### src/hdl/mds_pkg.sv
// ----------------------------------------------------------------------------
// mds_pkg - shared types and constants for the stereo downmix core
// Item structs, sample format codes, register indexes and the gain constants.
// ----------------------------------------------------------------------------
`default_nettype none

package mds_pkg;

  localparam int unsigned NUM_CH     = 8;
  localparam int unsigned SAMPLE_W   = 32;
  localparam int unsigned X_W        = 32;
  localparam int unsigned PROD_W     = 49;
  localparam int unsigned SCALED_W   = 33;
  localparam int unsigned SUM_W      = 34;
  localparam int unsigned FS_PROD_W  = 50;
  localparam int unsigned OUT_W      = 16;
  localparam int unsigned CNT_W      = 4;
  localparam int unsigned CFG_IDX_W  = 1;
  localparam int unsigned CFG_DATA_W = 4;

  localparam logic [16:0] GAIN_Q16   = 17'd45875;
  localparam logic [15:0] FULL_SCALE = 16'd32767;

  localparam logic [CFG_IDX_W-1:0] REG_CHANNEL_COUNT = 1'b0;
  localparam logic [CFG_IDX_W-1:0] REG_SAMPLE_FORMAT = 1'b1;

  localparam logic [CNT_W-1:0] CH_COUNT_RESET = 4'd6;

  typedef enum logic [2:0] {
    FMT_S16 = 3'd0,
    FMT_S24 = 3'd1,
    FMT_S32 = 3'd2,
    FMT_F32 = 3'd3
  } fmt_t;

  typedef struct packed {
    logic [SAMPLE_W-1:0] ch0_sample;
    logic [SAMPLE_W-1:0] ch1_sample;
    logic [SAMPLE_W-1:0] ch2_sample;
    logic [SAMPLE_W-1:0] ch3_sample;
    logic [SAMPLE_W-1:0] ch4_sample;
    logic [SAMPLE_W-1:0] ch5_sample;
    logic [SAMPLE_W-1:0] ch6_sample;
    logic [SAMPLE_W-1:0] ch7_sample;
    logic                frame_last;
  } in_item_t;

  typedef struct packed {
    logic signed [OUT_W-1:0] left_out;
    logic signed [OUT_W-1:0] right_out;
    logic                    last_out;
  } out_item_t;

  function automatic logic signed [X_W-1:0] to_sample(input logic [SAMPLE_W-1:0] raw,
                                                       input fmt_t fmt);
    logic signed [X_W-1:0] x;
    case (fmt)
      FMT_S16: x = {{16{raw[15]}}, raw[15:0]};
      FMT_S24: x = {{16{raw[23]}}, raw[23:8]};
      default: x = raw;
    endcase
    return x;
  endfunction

endpackage

`default_nettype wire

### src/hdl/mds_lane.sv
// ----------------------------------------------------------------------------
// mds_lane - one gain lane of the downmix
// Formats a raw sample, multiplies by the Q16 gain and truncates toward zero.
// ----------------------------------------------------------------------------
`default_nettype none

module mds_lane (
  input  wire logic                                  clk,
  input  wire logic [mds_pkg::SAMPLE_W-1:0]          raw,
  input  mds_pkg::fmt_t                              fmt,
  input  wire logic                                  use_ch,
  output logic signed [mds_pkg::SCALED_W-1:0]        scaled
);
  import mds_pkg::*;

  logic signed [X_W-1:0]    x;
  logic signed [PROD_W-1:0] prod_r;
  logic signed [PROD_W-1:0] prod_nxt;
  logic signed [PROD_W-1:0] biased;

  always_comb begin
    x        = use_ch ? to_sample(raw, fmt) : '0;
    prod_nxt = PROD_W'(x * $signed(GAIN_Q16));
  end

  always_ff @(posedge clk) begin
    prod_r <= prod_nxt;
  end

  always_comb begin
    biased = prod_r + (prod_r[PROD_W-1] ? PROD_W'(65535) : '0);
    scaled = biased[PROD_W-1:16];
  end

endmodule

`default_nettype wire

### config.mk
export PLATFORM = sky130hd
export DESIGN_NAME = mds_lane
export DESIGN_NICKNAME = d
export VERILOG_FILES = /design/src/hdl/mds_pkg.sv /design/src/hdl/mds_lane.sv
export SDC_FILE = /design/constraint.sdc
export NUM_CORES = 1
export LEC_CHECK = 0
export BUFFER_PORTS_ARGS = -buffer_cell sky130_fd_sc_hd__buf_2
export CORE_MARGIN = 1
export CORE_UTILIZATION = 40
export DETAILED_ROUTE_END_ITERATION = 6
export PLACE_DENSITY = 0.55
export SYNTH_ARGS = -nofsm -noshare
export SYNTH_HDL_FRONTEND = slang
export SYNTH_SLANG_ARGS = --single-unit
### constraint.sdc
create_clock -name clk -period 7 [get_ports clk]
set_input_delay 1.05 -clock clk [delete_from_list [all_inputs] [get_ports clk]]
set_output_delay 1.05 -clock clk [all_outputs]
set_load 0.01 [all_outputs]
==> flow_summary.ini <==
[worst_setup_path]
crit_arrival_ns = 6.95
required_ns = 7.24
crit_start = fmt[1]
slowest_stage = fa_1
end_kind = flip-flop
critPathBufInv = 6
cp_common_cell = fa_1
cpLargestDelayFamily = adder cells
cp-start-kind = input pin
path_class = in -> reg
cp_max_fo = 18
crit_path_max_incr_delay_ns = 0.60

[cells_and_area]
drive_gt1_share_pct = 20.71
nets = 1869
area_delta_synth_final_pct = 19.61
diodes = 0
n_fill_cell = 2795
largestRegisters = prod_r: 49 flops
regMostFlops = prod_r
largest_reg_flops = 49
stdcell_area_sq_um = 13940

[clock_network]
clockBufferDepth = 2
clkTransAtPathRegs_ns = 0.07
cts_buffers = 5
cts_tree = done
htree_num_levels = 2
root_buffer = clkbuf_16
hold_buffers = 0
clock-sinks = 49

[place]
dpl_cell_area_sq_um = 13640
hpwl_um = 26950
io_buffers = 69
place.gp.congestion = 0.9337
pre_cts_ws_ns = -0.2615

[timing]
fin_crit_ns = 6.713
maxSlewHeadroom_pct = 65.39
worst_pin_slew_ns = 0.5173
fin_ws_ns = 0.2871
fin_crit_sh_pct = 95.90
whs_ns = 1.200
slew_violations = 0
hold_violations = 0
timing.fmax_mhz = 149.0
rsz0062_at_grt = no
setup_viol = 0

[route]
wl_met2_um = 14600
drtIter0Drc = 334
top_layer = met4
detail-route-antenna-nets = 0
drcViolationCount = 0
vias_per_cell = 4.833
firstDrtPassIters = 7
met1_length_um = 13390
post_drt_wl_per_cell_um = 15.95
vias = 8903
route.met3.wl_um = 641
routed_wl_um = 29370

[global_route]
grtUsageTotal_pct = 20.83
grt_pass1_wl_um = 49310
grt_max_degree = 25
overflow = 0
antenna_found_initial = 0
grt_pass1_vias = 9682

[floorplanning]
die_w_um = 172.7
initial_utilization_pct = 40.62
core_sq_um = 28700
die_area_sq_um = 29830
row_count = 62
die_y_um = 172.7
pin_count = 70

[synthesis]
synth_ff_type = dfxtp_1
synthArstFlopShare_pct = 0
syn_inst = 1227
yosysSeqAreaShare_pct = 8.414
synth_edf_count = 0
synthDistinctLibCells = 64
syn_avg_cell_area_sq_um = 9.502
syn_area_sq_um = 11660
ys_seq_elements = 49
yosysWarnings = 0
syn-num-nets = 1639

[worst_hold_path]
min_from = raw[8]
hp-class = in -> reg

[run]
drv_cap = 0

[outcome]
status = completed
layout make-up:
class | count | area [sq um] | share of cell area [%]
timing repair buffer | 244 | 1663 | 11.92
sequential | 49 | 980.9 | 7.035
inverter | 278 | 1044 | 7.483
multi-input combinational | 879 | 9625 | 69.03
tap | 384 | 480.5 | 3.445
clock inverter | 3 | 26.28 | 0.1884
clock buffer | 5 | 125.1 | 0.8973
worst paths after layout:
| check | slack [ns] | cells past startpoint | to |
|---|---|---|---|
| setup / recovery | 0.29 | 25 | prod_r[48] |
| hold / removal | 1.20 | 4 | prod_r[0] |
per-layer routing:
| metal | global-route usage (%) | vias up |
|---|---|---|
| met5 | 0 | - |
| met3 | 1.429 | 40 |
| met4 | 5.826 | 0 |
| met2 | 37.35 | 142 |
| met1 | 26.97 | 4322 |
| li1 | - | 4399 |
stage by stage:
stage | utilization, % | TNS (ns) | cells
3_3_place_gp | 47.52 | -1.419 | 1832
6_report | 48.58 | 0 | 1842
3_5_place_dp | 47.52 | -2.981 | 1832
5_1_grt | 48.58 | 0 | 1842
4_1_cts | 48.05 | 0 | 1840
2_1_floorplan | - | -0.01581 | 1227
logic make-up after synthesis:
kind of cell / after synthesis / share of synthesized area, %
xor gates and xnor gates: 111 / 8.339
buffers and inverters: 299 / 10.18
adders and majority gates: 375 / 52.41
and+or+nand+nor: 187 / 8.081
AOI/OAI and AO/OA: 205 / 12.48
muxes: 1 / 0.08586
DFF: 49 / 8.414
cells in the mapped netlist (2+ instances only):
library cell / number / area [sq um]
o21ai_1: 8 / 40.04
clkbuf_1: 9 / 33.78
a21boi_1: 2 / 15.01
a22oi_1: 2 / 15.01
and3_1: 8 / 50.05
buf_2: 3 / 15.01
o21ai_2: 3 / 26.28
a21o_1: 49 / 367.9
and2_1: 8 / 50.05
xnor2_1: 69 / 604.3
a31oi_1: 6 / 37.54
nor2_1: 27 / 101.4
nor4_1: 2 / 12.51
clkbuf_8: 5 / 68.82
clkbuf_2: 3 / 15.01
nand4_1: 22 / 137.6
a21oi_2: 4 / 35.03
a41oi_2: 2 / 32.53
o221ai_1: 3 / 26.28
inv_1: 277 / 1040
nand2b_1: 2 / 12.51
ha_1: 186 / 2327
nand2_1: 67 / 251.5
or2_2: 2 / 12.51
nand3_1: 18 / 90.09
xor2_1: 42 / 367.9
nor3_1: 8 / 40.04
a311oi_1: 2 / 17.52
fa_1: 189 / 3784
a21boi_0: 15 / 112.6
a21oi_1: 48 / 240.2
a211oi_1: 6 / 45.04
dfxtp_1: 49 / 980.9
and4_1: 7 / 61.31
o21bai_1: 3 / 22.52
nor2b_1: 10 / 62.56
o21ai_0: 15 / 75.07
o21a_1: 20 / 150.1
what timing repair did:
action | 4_1_cts | 5_1_grt
resized for setup | 0 | 36
buffers inserted | 0 | 2
setup endpoints to repair | 0 | 21
placed cells by master, fill, tap and decap left out, types with 7 or more instances in the layout:
cell type / n
o21ai_1: 7
inv_1: 276
dfxtp_1: 49
nand2_1: 65
buf_4: 174
a21oi_1: 43
a21oi_2: 9
o21a_1: 20
nor3_1: 7
a21o_1: 49
and2_1: 7
nor2_1: 27
nor2b_1: 10
nand4_1: 22
and4_1: 7
and3_1: 8
buf_2: 69
ha_1: 181
a21boi_1: 11
o21ai_0: 15
xor2_1: 41
nand3_1: 18
xnor2_1: 67
fa_1: 189
Power is not shown: default switching activity piles up to over one toggle a cycle in this logic, so the estimate is an artifact.
