[config.mk]
export PLATFORM = sky130hd
export DESIGN_NAME = mds_scale
export DESIGN_NICKNAME = d
export VERILOG_FILES = /design/src/hdl/mds_pkg.sv /design/src/hdl/mds_scale.sv
export SDC_FILE = /design/constraint.sdc
export NUM_CORES = 1
export LEC_CHECK = 0
export ABC_AREA = 0
export BUFFER_PORTS_ARGS = -buffer_cell sky130_fd_sc_hd__buf_4
export CORE_MARGIN = 3
export CORE_UTILIZATION = 25
export DETAILED_ROUTE_END_ITERATION = 10
export GPL_TIMING_DRIVEN = 0
export HOLD_SLACK_MARGIN = 0.12
export PLACE_DENSITY = 0.44
export SYNTH_ARGS = -nofsm -noshare
export SYNTH_HDL_FRONTEND = slang
export SYNTH_SLANG_ARGS = --single-unit
[constraint.sdc]
create_clock -name clk -period 15.35 [get_ports clk]
set_input_delay 0.7675 -clock clk [delete_from_list [all_inputs] [get_ports clk]]
set_output_delay 0.7675 -clock clk [all_outputs]
set_load 0.03 [all_outputs]
[src/hdl/mds_pkg.sv]
// ----------------------------------------------------------------------------
// mds_pkg - shared types and constants for the stereo downmix core
// Item structs, sample format codes, register indexes and the gain constants.
// ----------------------------------------------------------------------------
`default_nettype none

package mds_pkg;

  localparam int unsigned NUM_CH     = 8;
  localparam int unsigned SAMPLE_W   = 32;
  localparam int unsigned X_W        = 32;
  localparam int unsigned PROD_W     = 49;
  localparam int unsigned SCALED_W   = 33;
  localparam int unsigned SUM_W      = 34;
  localparam int unsigned FS_PROD_W  = 50;
  localparam int unsigned OUT_W      = 16;
  localparam int unsigned CNT_W      = 4;
  localparam int unsigned CFG_IDX_W  = 1;
  localparam int unsigned CFG_DATA_W = 4;

  localparam logic [16:0] GAIN_Q16   = 17'd45875;
  localparam logic [15:0] FULL_SCALE = 16'd32767;

  localparam logic [CFG_IDX_W-1:0] REG_CHANNEL_COUNT = 1'b0;
  localparam logic [CFG_IDX_W-1:0] REG_SAMPLE_FORMAT = 1'b1;

  localparam logic [CNT_W-1:0] CH_COUNT_RESET = 4'd6;

  typedef enum logic [2:0] {
    FMT_S16 = 3'd0,
    FMT_S24 = 3'd1,
    FMT_S32 = 3'd2,
    FMT_F32 = 3'd3
  } fmt_t;

  typedef struct packed {
    logic [SAMPLE_W-1:0] ch0_sample;
    logic [SAMPLE_W-1:0] ch1_sample;
    logic [SAMPLE_W-1:0] ch2_sample;
    logic [SAMPLE_W-1:0] ch3_sample;
    logic [SAMPLE_W-1:0] ch4_sample;
    logic [SAMPLE_W-1:0] ch5_sample;
    logic [SAMPLE_W-1:0] ch6_sample;
    logic [SAMPLE_W-1:0] ch7_sample;
    logic                frame_last;
  } in_item_t;

  typedef struct packed {
    logic signed [OUT_W-1:0] left_out;
    logic signed [OUT_W-1:0] right_out;
    logic                    last_out;
  } out_item_t;

  function automatic logic signed [X_W-1:0] to_sample(input logic [SAMPLE_W-1:0] raw,
                                                       input fmt_t fmt);
    logic signed [X_W-1:0] x;
    case (fmt)
      FMT_S16: x = {{16{raw[15]}}, raw[15:0]};
      FMT_S24: x = {{16{raw[23]}}, raw[23:8]};
      default: x = raw;
    endcase
    return x;
  endfunction

endpackage

`default_nettype wire

[src/hdl/mds_scale.sv]
// ----------------------------------------------------------------------------
// mds_scale - output scaling for one side
// Brings a mixed sum to 16 bits per sample format and saturates it; unsupported formats give zero.
// ----------------------------------------------------------------------------
`default_nettype none

module mds_scale (
  input  wire logic                                clk,
  input  mds_pkg::fmt_t                            fmt,
  input  wire logic signed [mds_pkg::SUM_W-1:0]    sum,
  output logic signed [mds_pkg::OUT_W-1:0]         result
);
  import mds_pkg::*;

  logic signed [FS_PROD_W-1:0] prod_r, prod_nxt;
  logic signed [SUM_W-1:0]     sum_d_r;
  logic signed [FS_PROD_W-1:0] biased;
  logic signed [FS_PROD_W-1:0] v;
  logic                        silent;
  logic signed [OUT_W-1:0]     result_r, result_nxt;

  always_comb begin
    prod_nxt = FS_PROD_W'(sum * $signed({1'b0, FULL_SCALE}));
  end

  always_ff @(posedge clk) begin
    prod_r   <= prod_nxt;
    sum_d_r  <= sum;
    result_r <= result_nxt;
  end

  always_comb begin
    biased = prod_r + (prod_r[FS_PROD_W-1] ? FS_PROD_W'(24'hFFFFFF) : '0);
    silent = 1'b0;
    case (fmt)
      FMT_S16, FMT_S24: v = FS_PROD_W'(sum_d_r);
      FMT_S32:          v = FS_PROD_W'(sum_d_r >>> 16);
      FMT_F32:          v = biased >>> 24;
      default: begin
        v      = '0;
        silent = 1'b1;
      end
    endcase
    if (silent) begin
      result_nxt = '0;
    end else if (v > FS_PROD_W'(32767)) begin
      result_nxt = 16'sh7FFF;
    end else if (v < -FS_PROD_W'(32768)) begin
      result_nxt = 16'sh8000;
    end else begin
      result_nxt = v[OUT_W-1:0];
    end
  end

  assign result = result_r;

endmodule

`default_nettype wire

==> impl_metrics.json <==
{
  "fin_nets": 2227,
  "cts_buffers": 9,
  "die_x_um": 261,
  "wl_met2_mm": 21.4,
  "fmax_mhz": 135,
  "antenna_found_initial": 3,
  "cp-end-kind": "register",
  "drt-wirelength-per-cell_um": 17.2,
  "skew_ns": 0.0201,
  "wirelength_mm": 43.5,
  "wl_met3_mm": 1.28,
  "detail_route.iter0.violations": 539,
  "status": "complete, no violations",
  "hold_buffers": 0,
  "slew_viol_final": 0,
  "worst_slew_pin_slew_ns": 1.08,
  "grt_max_degree": 48,
  "post_cts_buffers": 0,
  "rsz0062_at_grt": "false",
  "setup_viol": 0,
  "ys_top_cells_by_area": "fa_1 (42%), ha_1 (14%), dfxtp_1 (12%), inv_1 (10%), xnor2_1 (3.5%)",
  "cp.required_ns": 15.64,
  "dr.pass1.iters": 8,
  "wl_met1_mm": 20.4,
  "grt_usage": 0.136,
  "critPathSlowestCell": "fa_1",
  "crit_chain": "buf_4, clkbuf_1, inv_1, fa_1, inv_1, fa_1, fa_1, fa_1, fa_1, inv_1, fa_1, inv_1, ha_1, nand4_1, nor3_1, o2111ai_1, nand2_1, o41a_1, a41o_1, nand2_1, a32oi_1, xnor2_1",
  "maxCapViolations": 0,
  "crit_fanout": 47,
  "critical_path_class": "in -> reg",
  "die_h_um": 261,
  "syn_avg_cell_area_um2": 10.0,
  "place_ws_ns": 7.48,
  "synth-edff-count": 0,
  "clockRootBuffer": "clkbuf_16",
  "netlist_area_mm2": 0.0162,
  "row_count": 92,
  "cts.sinks": 99,
  "synth_nets": 2165,
  "tns_ns": 0,
  "highest_layer": "met4",
  "min_period_ns": 7.42,
  "viasPerCell": 4.27,
  "core_area_mm2": 0.0637,
  "io_buffers": 51,
  "worst-endpoint-arrival_ns": 7.71,
  "dp_hpwl_mm": 38.4,
  "num_antenna_cells": 0,
  "ys_ff_latch": 99,
  "cts_resized": 0,
  "io_pins": 54,
  "hold_viol": 0,
  "synth_cell_types": 68,
  "grt_pass1_vias": 12286,
  "synth_top_area_frac": 0.417,
  "grt_overflow": 0,
  "drive_above_1_share": 0.0660,
  "timing.hold.ws_ns": 0.522,
  "worstSkewPairLatency_ns": 0.36,
  "start_util": 0.255,
  "dp.cells": 2511,
  "vias": 10800,
  "gp_congestion": 0.840,
  "dieArea_mm2": 0.0679,
  "htree_num_levels": 3,
  "area_growth_syn_to_layout_pct": 10.9,
  "synthArstFlopShare": 0,
  "stdcell_count": 2527,
  "fin_crit_sh": 0.484,
  "grt_pass1_wl_mm": 70.7,
  "netlist_instances": 1614,
  "clkSlewWorstSetupHoldPaths_ns": 0.09,
  "cts_tree": "done",
  "crit_path_frequent_cell": "fa_1",
  "hold_class": "reg -> reg",
  "synth_largest_area_cell": "fa_1",
  "cpPeakStageDelay_ns": 0.82,
  "start_kind": "input pin",
  "drcViolationCount": 0,
  "detail-route-antenna-nets": 0,
  "ys.warnings.count": 0,
  "clockBufferDepth": 2,
  "slew_headroom": 0.279,
  "n_fill_cell": 6728,
  "yosysSeqAreaShare": 0.122,
  "fin_ws_ns": 7.93,
  "synth-main-ff-cell": "dfxtp_1"
}
-- state kept, by name, summed over array words and instances (netlist names) --
name,cells
prod_r,49
result,16
sum_d_r,34
-- layer usage --
layer	vias to the layer above	global-route usage
met2	201	0.236
met5	-	0
met3	14	0.0130
met1	5454	0.188
li1	5131	-
met4	0	0.0183
-- layout by cell type (no fill, tap or decap), types with 3 or more instances in the layout --
cell type,n
o21bai_1,13
clkbuf_1,13
a21o_1,28
o21ai_0,41
dfxtp_1,99
o21ai_1,3
a211oi_1,5
or2_2,13
and3_1,11
nand2_1,49
a31oi_1,4
xnor2_1,64
o31ai_1,6
o2111ai_1,4
nand4_1,16
ha_1,175
a222oi_1,15
nand3_1,21
nor3_1,6
buf_4,51
inv_1,447
and2_1,6
nor2_1,65
a21oi_1,59
nor4_1,4
nand2b_1,6
o21ai_2,11
nor2b_1,5
fa_1,338
xor2_1,33
buf_1,3
clkbuf_16,9
clkinv_8,3
-- worst max-delay path: cells and delay by family --
kind	cells	cell delay, ns
adders and majority gates	7	3.71
buffers and inverters	6	1.29
AOI/OAI and AO/OA	4	0.93
and+or+nand+nor	4	0.80
xor gates and xnor gates	1	0.15
-- final timing paths --
kind	from	end	slack (ns)	depth (start not counted)
worst max-delay path	sum[33]	prod_r[49]	7.93	22
worst min-delay path	sum_d_r[8]	result[8]	0.52	2
worst max register to register	prod_r[49]	result[5]	11.06	13
worst min register to register	sum_d_r[8]	result[8]	0.52	2
-- cell usage after synthesis, drive strengths merged (3+ instances only) --
master / number
inv: 447
fa: 338
ha: 175
dfxtp: 99
nor2: 65
xnor2: 64
a21oi: 60
o21ai: 55
nand2: 49
xor2: 33
a21o: 29
nand3: 21
nand4: 16
a222oi: 15
clkbuf: 13
o21bai: 13
or2: 13
and3: 11
nor3: 8
and2: 6
nand2b: 6
o31ai: 6
a211oi: 5
a31oi: 5
buf: 5
nor2b: 5
nor4: 5
o2111ai: 5
a2111oi: 3
a221oi: 3
nand3b: 3
o22ai: 3
o41ai: 3
-- cell families after synthesis --
| kind of cell | Yosys count | share of synthesized area |
|---|---|---|
| compound gates | 227 | 0.0989 |
| xor+xnor | 97 | 0.0524 |
| fa+ha+maj | 513 | 0.553 |
| buf+inv | 465 | 0.109 |
| flops | 99 | 0.122 |
| mux | 2 | 0.00124 |
| simple gates | 211 | 0.0640 |
-- through the flow --
stage,area (um2),util
floorplan,16200,-
global placement,17600,0.277
detailed placement,17600,0.277
CTS,18000,0.282
global route,18000,0.282
finish,18000,0.282
-- final cells by class --
class | instances | area [um2] | area share
multi-input combinational | 1050 | 12500 | 0.694
inverter | 447 | 1680 | 0.0934
timing repair buffer | 51 | 383 | 0.0213
tap | 846 | 1060 | 0.0589
clock buffer | 9 | 225 | 0.0125
buffer | 18 | 82.6 | 0.00460
clock inverter | 7 | 96.3 | 0.00536
sequential | 99 | 1980 | 0.110
Power is not shown: default switching activity piles up to over one toggle a cycle in this logic, so the estimate is an artifact.
