<file path="config.mk">
export PLATFORM = sky130hd
export DESIGN_NAME = mds_mix
export DESIGN_NICKNAME = d
export VERILOG_FILES = /design/src/hdl/mds_pkg.sv /design/src/hdl/mds_mix.sv
export SDC_FILE = /design/constraint.sdc
export NUM_CORES = 1
export LEC_CHECK = 0
export BUFFER_PORTS_ARGS = -buffer_cell sky130_fd_sc_hd__buf_4
export CORE_ASPECT_RATIO = 2
export CORE_MARGIN = 4
export CORE_UTILIZATION = 50
export CTS_BUF_LIST = sky130_fd_sc_hd__clkbuf_4 sky130_fd_sc_hd__clkbuf_8
export DETAILED_ROUTE_END_ITERATION = 10
export HOLD_SLACK_MARGIN = 0.08
export PLACE_DENSITY = 0.77
export SKIP_LAST_GASP = 1
export SYNTH_ARGS = -nofsm -noshare
export SYNTH_HDL_FRONTEND = slang
export SYNTH_SLANG_ARGS = --single-unit
</file>
<file path="constraint.sdc">
create_clock -name clk -period 6.9 [get_ports clk]
set_input_delay 1.035 -clock clk [delete_from_list [all_inputs] [get_ports clk]]
set_output_delay 1.035 -clock clk [all_outputs]
set_load 0.01 [all_outputs]
</file>
<file path="src/hdl/mds_pkg.sv">
// ----------------------------------------------------------------------------
// mds_pkg - shared types and constants for the stereo downmix core
// Item structs, sample format codes, register indexes and the gain constants.
// ----------------------------------------------------------------------------
`default_nettype none

package mds_pkg;

  localparam int unsigned NUM_CH     = 8;
  localparam int unsigned SAMPLE_W   = 32;
  localparam int unsigned X_W        = 32;
  localparam int unsigned PROD_W     = 49;
  localparam int unsigned SCALED_W   = 33;
  localparam int unsigned SUM_W      = 34;
  localparam int unsigned FS_PROD_W  = 50;
  localparam int unsigned OUT_W      = 16;
  localparam int unsigned CNT_W      = 4;
  localparam int unsigned CFG_IDX_W  = 1;
  localparam int unsigned CFG_DATA_W = 4;

  localparam logic [16:0] GAIN_Q16   = 17'd45875;
  localparam logic [15:0] FULL_SCALE = 16'd32767;

  localparam logic [CFG_IDX_W-1:0] REG_CHANNEL_COUNT = 1'b0;
  localparam logic [CFG_IDX_W-1:0] REG_SAMPLE_FORMAT = 1'b1;

  localparam logic [CNT_W-1:0] CH_COUNT_RESET = 4'd6;

  typedef enum logic [2:0] {
    FMT_S16 = 3'd0,
    FMT_S24 = 3'd1,
    FMT_S32 = 3'd2,
    FMT_F32 = 3'd3
  } fmt_t;

  typedef struct packed {
    logic [SAMPLE_W-1:0] ch0_sample;
    logic [SAMPLE_W-1:0] ch1_sample;
    logic [SAMPLE_W-1:0] ch2_sample;
    logic [SAMPLE_W-1:0] ch3_sample;
    logic [SAMPLE_W-1:0] ch4_sample;
    logic [SAMPLE_W-1:0] ch5_sample;
    logic [SAMPLE_W-1:0] ch6_sample;
    logic [SAMPLE_W-1:0] ch7_sample;
    logic                frame_last;
  } in_item_t;

  typedef struct packed {
    logic signed [OUT_W-1:0] left_out;
    logic signed [OUT_W-1:0] right_out;
    logic                    last_out;
  } out_item_t;

  function automatic logic signed [X_W-1:0] to_sample(input logic [SAMPLE_W-1:0] raw,
                                                       input fmt_t fmt);
    logic signed [X_W-1:0] x;
    case (fmt)
      FMT_S16: x = {{16{raw[15]}}, raw[15:0]};
      FMT_S24: x = {{16{raw[23]}}, raw[23:8]};
      default: x = raw;
    endcase
    return x;
  endfunction

endpackage

`default_nettype wire

</file>
<file path="src/hdl/mds_mix.sv">
// ----------------------------------------------------------------------------
// mds_mix - merge stage of the downmix
// Adds the front samples and the scaled lanes into left and right sums.
// ----------------------------------------------------------------------------
`default_nettype none

module mds_mix (
  input  wire logic                                clk,
  input  wire logic signed [mds_pkg::X_W-1:0]      front_l,
  input  wire logic signed [mds_pkg::X_W-1:0]      front_r,
  input  wire logic signed [mds_pkg::SCALED_W-1:0] center,
  input  wire logic signed [mds_pkg::SCALED_W-1:0] side_l,
  input  wire logic signed [mds_pkg::SCALED_W-1:0] side_r,
  input  wire logic signed [mds_pkg::SCALED_W-1:0] back_l,
  input  wire logic signed [mds_pkg::SCALED_W-1:0] back_r,
  output logic signed [mds_pkg::SUM_W-1:0]         sum_l,
  output logic signed [mds_pkg::SUM_W-1:0]         sum_r
);
  import mds_pkg::*;

  logic signed [SUM_W-1:0] sum_l_r, sum_l_nxt;
  logic signed [SUM_W-1:0] sum_r_r, sum_r_nxt;

  always_comb begin
    sum_l_nxt = SUM_W'(front_l) + SUM_W'(center) + SUM_W'(side_l) + SUM_W'(back_l);
    sum_r_nxt = SUM_W'(front_r) + SUM_W'(center) + SUM_W'(side_r) + SUM_W'(back_r);
  end

  always_ff @(posedge clk) begin
    sum_l_r <= sum_l_nxt;
    sum_r_r <= sum_r_nxt;
  end

  assign sum_l = sum_l_r;
  assign sum_r = sum_r_r;

endmodule

`default_nettype wire

</file>
==> reports/results.ini, run 1 <==
[status]
run_status = finished, final reports clean

[placement]
port-buffer-count = 297
detailed_place_hpwl_mm = 25.4
placedInstanceArea_um2 = 11000
place_congestion = 0.954
placed_instances = 1457

[hold_path]
hp-class = in2reg

[synth]
ys_async_sr_fraction_pct = 0
synth_area_um2 = 8590
synth_enable_flop_cells = 0
synth_area_per_cell_um2 = 8.93
sequential_fraction_of_the_synthesis_area_pct = 15.9
ys_ff_latch = 68
post_syn_instances = 962
netlist-cell-type-count = 63
yosys_most_used_dff = sky130_fd_sc_hd__dfxtp_1
synthesis.nets = 1390
yosys_warnings = 0

[sta]
setup_repair_after_global_routing_missed_its_margin = no
report.final.slew_viol_count = 0
tightestPinTransition_ns = 0.528
post-route-period-util_pct = 63.3
hold_viol_final = 0
finalSetupViolCount = 0
totalNegativeSetupSlack_ns = 0
timing.fmax_mhz = 229
timing.slew.headroom_pct = 64.6
post-route-min-period_ns = 4.37

[setup_path]
worstSetupPathDepth = 14
crit_path_top_delay_cell = sky130_fd_sc_hd__fa_1
timing_worst_setup_path_type = in2reg
critical-path-top-delay-family = adder cells
critPathLaunch = center[2]
cp_data_arrival_time_ns = 4.62
worst_path_cell_trace = buf_4 > inv_1 > fa_1 > fa_1 > inv_1 > fa_1 > a211oi_1 > o21ai_2 > nand4_1 > o211ai_1 > o31ai_2 > or2_1 > a21oi_1 > xor2_1
critPathMaxStageDelay_ns = 0.52
end_kind = flop
cp_common_cell = sky130_fd_sc_hd__fa_1
critPathBufInv = 3
critPathMaxFanout = 4
worst_setup_path_endpoint = sum_l[31]
critPathLaunchType = input pin
worst-endpoint-required_ns = 7.15

[layout]
multi_input_area_um2 = 6000
insertedDiodeCount = 0
sequential_cell_area_um2 = 1360
final_area_um2 = 11300
layout_commonest_cell = sky130_fd_sc_hd__inv_1
drive_above_1_share_pct = 26.7
fillerInstances = 1460
layout_common_cells = sky130_fd_sc_hd__inv_1 (316), sky130_fd_sc_hd__buf_4 (297), sky130_fd_sc_hd__fa_1 (132)
finish.net_count = 1689
layout_overhead_on_the_synthesized_area_pct = 31.2
stdcell_count = 1473

[cts]
cts_buffers = 9
clockRootBuffer = sky130_fd_sc_hd__clkbuf_8
cts_hold_buffers_added = 0
clock-sinks = 68
ctsLongestPathBuffers = 2
cts.repair_timing.setup_buffer_count = 0
worst_setup_hold_path_clk_slew_ns = 0.08
cts_resized = 0
tritoncts = done
htree_num_levels = 3

[detailed_routing]
remaining_design_rule_violation_count = 0
detailroute.wirelength.met2_mm = 15.4
detailedRoute.firstIterationViolations = 197
vias_per_cell = 5.07
dr.max_layer_used = met4
detail_route.first_pass.iterations = 5
postRouteWirelength_mm = 27.8
antenna_violating_nets_post_route = 0
vias = 7465
routed_wire_length_per_instance_um = 18.9
m1WireLength_mm = 7.77
dr_wl_met3_mm = 2.40

[die]
core_um2 = 16800
start_util_pct = 51.0
io_pins = 298
rows = 67
chipHeight_um = 193
floorplan.die_area_um2 = 19500
die_width_um = 101

[global_route]
gr-usage-all-layers_pct = 28.7
first_global_vias = 8345
gr-total-overflow = 0
grt_start_max_net_pins = 13
grt_pass1_wl_mm = 42.0
antenna_violations_before_repair = 0

[power]
max-vdd-ir-drop_uv = 214
p_leak_nw = 6.28
powerDensity_nw_per_um2 = 305

[flow_run]
maxCapViolations = 0

[flip-flops by register name, indices dropped and copies added (netlist names)]
signal,cells
sum_r,34
sum_l,34
[cell type report]
cell class | instances | area share [%]
clock buffer | 10 | 1.22
tap | 207 | 2.30
timing repair buffer | 297 | 19.8
inverter | 316 | 10.5
sequential | 68 | 12.1
clock inverter | 6 | 0.778
multi-input combinational | 569 | 53.3
[synth_stat cells, drive strengths merged, types with 4 or more instances]
| master | instances | area share [%] |
|---|---|---|
| ha | 66 | 9.6 |
| clkbuf | 6 | 0.26 |
| nor2b | 7 | 0.51 |
| and3 | 9 | 0.71 |
| nand4 | 8 | 0.58 |
| xnor2 | 41 | 4.2 |
| nand2 | 33 | 1.4 |
| o21ai | 35 | 2.3 |
| nand3 | 12 | 0.70 |
| o211ai | 4 | 0.41 |
| o21bai | 11 | 0.96 |
| a21o | 33 | 2.9 |
| a31oi | 12 | 1.4 |
| dfxtp | 68 | 16 |
| and4 | 5 | 0.54 |
| a21oi | 56 | 3.3 |
| nor3 | 7 | 0.41 |
| a211oi | 4 | 0.35 |
| xor2 | 22 | 2.2 |
| o21a | 5 | 0.44 |
| fa | 132 | 31 |
| nor2 | 19 | 0.86 |
| nand2b | 10 | 0.73 |
| inv | 316 | 14 |
[where the power goes]
part	switching, mW	leakage [nW]	internal [mW]
Combinational	1.30	5.60	1.08
Clock	0.172	0.105	0.212
Sequential	0.0633	0.574	0.617
[how the worst min path moves through the flow]
stage | startpoint | slack (ns) | depth (start not counted) | to
final | back_r[0] | 0.88 | 2 | sum_r[0]
after global routing | back_l[0] | 0.88 | 2 | sum_l[0]
after CTS | back_r[0] | 0.86 | 2 | sum_r[0]
after detailed placement | back_r[0] | 1.26 | 2 | sum_r[0]
after global placement | back_r[0] | 1.26 | 2 | sum_r[0]
after floorplan | back_l[0] | 1.16 | 1 | sum_l[0]
[through the flow]
step / hold slack [ns] / util (%) / power, mW / setup slack (ns)
6_report: 0.885 / 66.9 / 3.44 / 2.53
5_1_grt: 0.878 / 66.9 / 3.71 / 2.27
4_1_cts: 0.863 / 66.9 / 3.47 / 2.59
3_5_place_dp: 1.26 / 65.5 / 3.07 / 2.22
3_3_place_gp: 1.26 / 65.5 / 3.03 / 2.22
2_1_floorplan: 1.16 / - / 2.18 / 2.67
[logic make-up (layout without fill, tap and decap cells)]
| logic type | after synthesis | after routing | synth area share [%] |
|---|---|---|---|
| AO/OA/AOI/OAI | 188 | 188 | 15.8 |
| XOR/XNOR | 63 | 63 | 6.42 |
| adder cells (fa/ha/maj) | 198 | 198 | 40.4 |
| buffers and inverters | 325 | 629 | 14.2 |
| flip-flops | 68 | 68 | 15.9 |
| AND/OR/NAND/NOR | 120 | 120 | 7.30 |
[per-layer routing]
metal  up-vias  global-route usage [%]
met5         -                       0
met4         0                    21.8
met3        99                    7.39
met2       392                    54.9
met1      3422                    23.1
li1       3552                       -
No activity file was read; power rests on OpenSTA's default activity.
==> run 2: changes to the inputs <==
--- a/config.mk
+++ b/config.mk
@@ -5,6 +5,7 @@
 export SDC_FILE = /design/constraint.sdc
 export NUM_CORES = 1
 export LEC_CHECK = 0
+export ABC_AREA = 1
 export BUFFER_PORTS_ARGS = -buffer_cell sky130_fd_sc_hd__buf_4
 export CORE_ASPECT_RATIO = 2
 export CORE_MARGIN = 4
@@ -12,7 +13,7 @@
 export CTS_BUF_LIST = sky130_fd_sc_hd__clkbuf_4 sky130_fd_sc_hd__clkbuf_8
 export DETAILED_ROUTE_END_ITERATION = 10
 export HOLD_SLACK_MARGIN = 0.08
-export PLACE_DENSITY = 0.77
+export PLACE_DENSITY = 0.75
 export SKIP_LAST_GASP = 1
 export SYNTH_ARGS = -nofsm -noshare
 export SYNTH_HDL_FRONTEND = slang
==> constraint.sdc (replaced) <==
create_clock -name clk -period 4.4 [get_ports clk]
set_input_delay 0.66 -clock clk [delete_from_list [all_inputs] [get_ports clk]]
set_output_delay 0.66 -clock clk [all_outputs]
set_load 0.01 [all_outputs]
==> reports/results.ini, run 2 <==
[die]
io_pins = 298  ; unchanged
core_um2 = 19800  ; +18%
floorplan.die_area_um2 = 22600  ; +16%
die_width_um = 108  ; +7.5%
rows = 73  ; +9.0%
start_util_pct = 50.7  ; -0.25 points
chipHeight_um = 209  ; +7.8%

[cts]
clock-sinks = 68  ; unchanged
cts_resized = 0  ; unchanged
cts_hold_buffers_added = 0  ; unchanged
ctsLongestPathBuffers = 2  ; unchanged
cts_buffers = 9  ; unchanged
cts.repair_timing.setup_buffer_count = 0  ; unchanged
worst_setup_hold_path_clk_slew_ns = 0.09  ; about the same
clockRootBuffer = sky130_fd_sc_hd__clkbuf_8
htree_num_levels = 3  ; unchanged
tritoncts = done

[synth]
synth_area_leaders = sky130_fd_sc_hd__fa_1 (26%), sky130_fd_sc_hd__inv_1 (21%), sky130_fd_sc_hd__nand2_1 (19%), sky130_fd_sc_hd__dfxtp_1 (14%), sky130_fd_sc_hd__ha_1 (8.2%)
synthesis.nets = 1988  ; +43%
synth_area_per_cell_um2 = 6.44  ; -28%
yosys.area.top_type = sky130_fd_sc_hd__fa_1
synth_enable_flop_cells = 0  ; unchanged
ys_async_sr_fraction_pct = 0  ; unchanged
yosys_warnings = 0  ; unchanged
synth_area_um2 = 10100  ; +17%
sequential_fraction_of_the_synthesis_area_pct = 13.5  ; -2.3 points
synth_top_cell_area_share_pct = 26.3  ; -4.5 points
yosys_most_used_dff = sky130_fd_sc_hd__dfxtp_1
synth.top_cells.by_count = sky130_fd_sc_hd__inv_1 (554), sky130_fd_sc_hd__nand2_1 (502), sky130_fd_sc_hd__fa_1 (132), sky130_fd_sc_hd__nor2_1 (80), sky130_fd_sc_hd__dfxtp_1 (68)
post_syn_instances = 1560  ; +62%
ys_ff_latch = 68  ; unchanged
netlist-cell-type-count = 16  ; -75%
yosysMostFrequentCell = sky130_fd_sc_hd__inv_1

[global_route]
grt_start_max_net_pins = 11  ; -2
first_global_vias = 10310  ; +24%
grt_util_met3_pct = 8.29  ; +0.90 points
busiest_layer = met2
gr-total-overflow = 0  ; unchanged
grt_pass1_wl_mm = 50.6  ; +20%
grt_util_met1_pct = 25.1  ; +2.0 points
antenna_violations_before_repair = 0  ; unchanged
gr-usage-all-layers_pct = 29.8  ; +1.1 points
met2_usage_pct = 55.0  ; +0.13 points

[setup_path]
critPathLaunchType = input pin
timing_worst_setup_path_type = in2reg
end_kind = flop
critPathMaxFanout = 3  ; -1
worst-endpoint-required_ns = 4.70  ; -2.45 ns
cp_data_arrival_time_ns = 3.43  ; -1.19 ns

[detailed_routing]
routed_wire_length_per_instance_um = 15.3  ; -19%
vias = 9759  ; +31%
detailedRoute.firstIterationViolations = 382  ; +94%
detail_route.first_pass.iterations = 5  ; unchanged
postRouteWirelength_mm = 32.7  ; +18%
remaining_design_rule_violation_count = 0  ; unchanged
vias_per_cell = 4.57  ; -9.8%
antenna_violating_nets_post_route = 0  ; unchanged

[power]
total_switching_power_mw = 2.82  ; +84%
p_clk_share_pct = 9.0  ; -2.2 points
max-vdd-ir-drop_uv = 211  ; -1.4%
power_mw = 5.65  ; +64%
sequentialPowerShare_pct = 18.9  ; -0.9 points
power.share.switching_pct = 50.0  ; +5.4 points
comb_power_share_pct = 72.2  ; +3.1 points
powerDensity_nw_per_um2 = 442  ; +45%
p_leak_nw = 8.36  ; +33%
internal_power_mw = 2.83  ; +48%

[sta]
timing.slew.headroom_pct = 76.7  ; +12 points
tightestPinTransition_ns = 0.348  ; -0.180 ns
report.final.slew_viol_count = 0  ; unchanged
post-route-min-period_ns = 3.12
setup_repair_after_global_routing_missed_its_margin = no
finalSetupViolCount = 0  ; unchanged
timing.fmax_mhz = 320
post-route-period-util_pct = 71.0
hold_viol_final = 0  ; unchanged
totalNegativeSetupSlack_ns = 0  ; unchanged

[layout]
layout_overhead_on_the_synthesized_area_pct = 27.2
layout_commonest_cell = sky130_fd_sc_hd__inv_1
finish.net_count = 2296  ; +36%
insertedDiodeCount = 0  ; unchanged
drive_above_1_share_pct = 17.2  ; -9.5 points
finalCoreUtilization_pct = 64.5  ; -2.3 points
final_area_um2 = 12800  ; +14%
layout_common_cells = sky130_fd_sc_hd__inv_1 (554), sky130_fd_sc_hd__nand2_1 (502), sky130_fd_sc_hd__buf_4 (297)

[placement]
placedInstanceArea_um2 = 12600  ; +14%
place_congestion = 0.990  ; +3.9%
port-buffer-count = 297  ; unchanged
detailed_place_hpwl_mm = 29.7  ; +17%

[status]
run_status = finished, final reports clean

[flow_run]
maxCapViolations = 0  ; unchanged

[hold_path]
hp-class = in2reg

[run 2: changes by cell type in the layout (fill, tap and decap cells not counted), sizes merged, moves of 16 or more]
cell	delta
nand2	+479
inv	+238
nor2	+61
nand3	+40
o21ai	-35
xnor2	-33
a21o	-31
a21oi	-16
[run 2: worst paths after layout]
kind	from	endpoint	cells after the start
setup / recovery	center[1]	sum_r[31]	15
hold / removal	back_l[0]	sum_l[0]	2
[run 2: cells by family (layout without fill, tap and decap cells)]
logic type                 Yosys count  count (layout)  share of synthesized area (%)
and+or+nand+nor                    660             660                           25.8
buffers and inverters              554             866                           20.7
adders and majority gates          198             198                           34.5
DFF                                 68              68                           13.5
AOI/OAI and AO/OA                   44              44                           2.29
xor gates and xnor gates            36              36                           3.14
[run 2: layout make-up]
class	count	area, µm²
Timing Repair Buffer	297	2230
Multi-Input combinational cell	938	6610
Fill cell	1888	7030
Clock buffer	13	166
Tap cell	262	328
Sequential cell	68	1360
Clock inverter	2	10.0
Inverter	554	2080
[run 2: stage by stage]
step | std cells | setup slack (ns) | hold WS (ns)
2_1_floorplan | 1560 | 1.35 | 0.790
3_5_place_dp | 2119 | 0.909 | 0.914
4_1_cts | 2134 | 1.34 | 0.479
5_1_grt | 2134 | 1.17 | 0.497
3_3_place_gp | 2119 | 0.885 | 0.899
6_report | 2134 | 1.28 | 0.513
[run 2: critical path: stages]
cell                      delay [ns]
sky130_fd_sc_hd__buf_4          0.16
sky130_fd_sc_hd__fa_1           0.54
sky130_fd_sc_hd__fa_1           0.42
sky130_fd_sc_hd__ha_1           0.25
sky130_fd_sc_hd__fa_1           0.51
sky130_fd_sc_hd__nand2_1        0.11
sky130_fd_sc_hd__nand2_1        0.09
sky130_fd_sc_hd__nand3_1        0.08
sky130_fd_sc_hd__nand2_1        0.09
sky130_fd_sc_hd__nand2_1        0.09
sky130_fd_sc_hd__nand2_1        0.15
sky130_fd_sc_hd__nand2_1        0.13
sky130_fd_sc_hd__nand2_1        0.05
sky130_fd_sc_hd__nand2_1        0.06
sky130_fd_sc_hd__nand2_1        0.04
[run 2: power by group through the flow]
stage | Sequential, mW | Combinational [mW] | Clock (mW)
final | 1.07 | 4.08 | 0.508
after global routing | 1.10 | 4.59 | 0.541
after CTS | 1.07 | 4.10 | 0.525
after detailed placement | 1.08 | 4.08 | 0
after global placement | 1.08 | 4.03 | 0
after floorplan | 1.22 | 2.42 | 0
[run 2: metal layers]
metal  routed length, µm  vias to the layer above
met5                   0                        -
met4                3130                        0
met3                2740                      129
met2               16900                      436
met1                9990                     4244
li1                    -                     4950
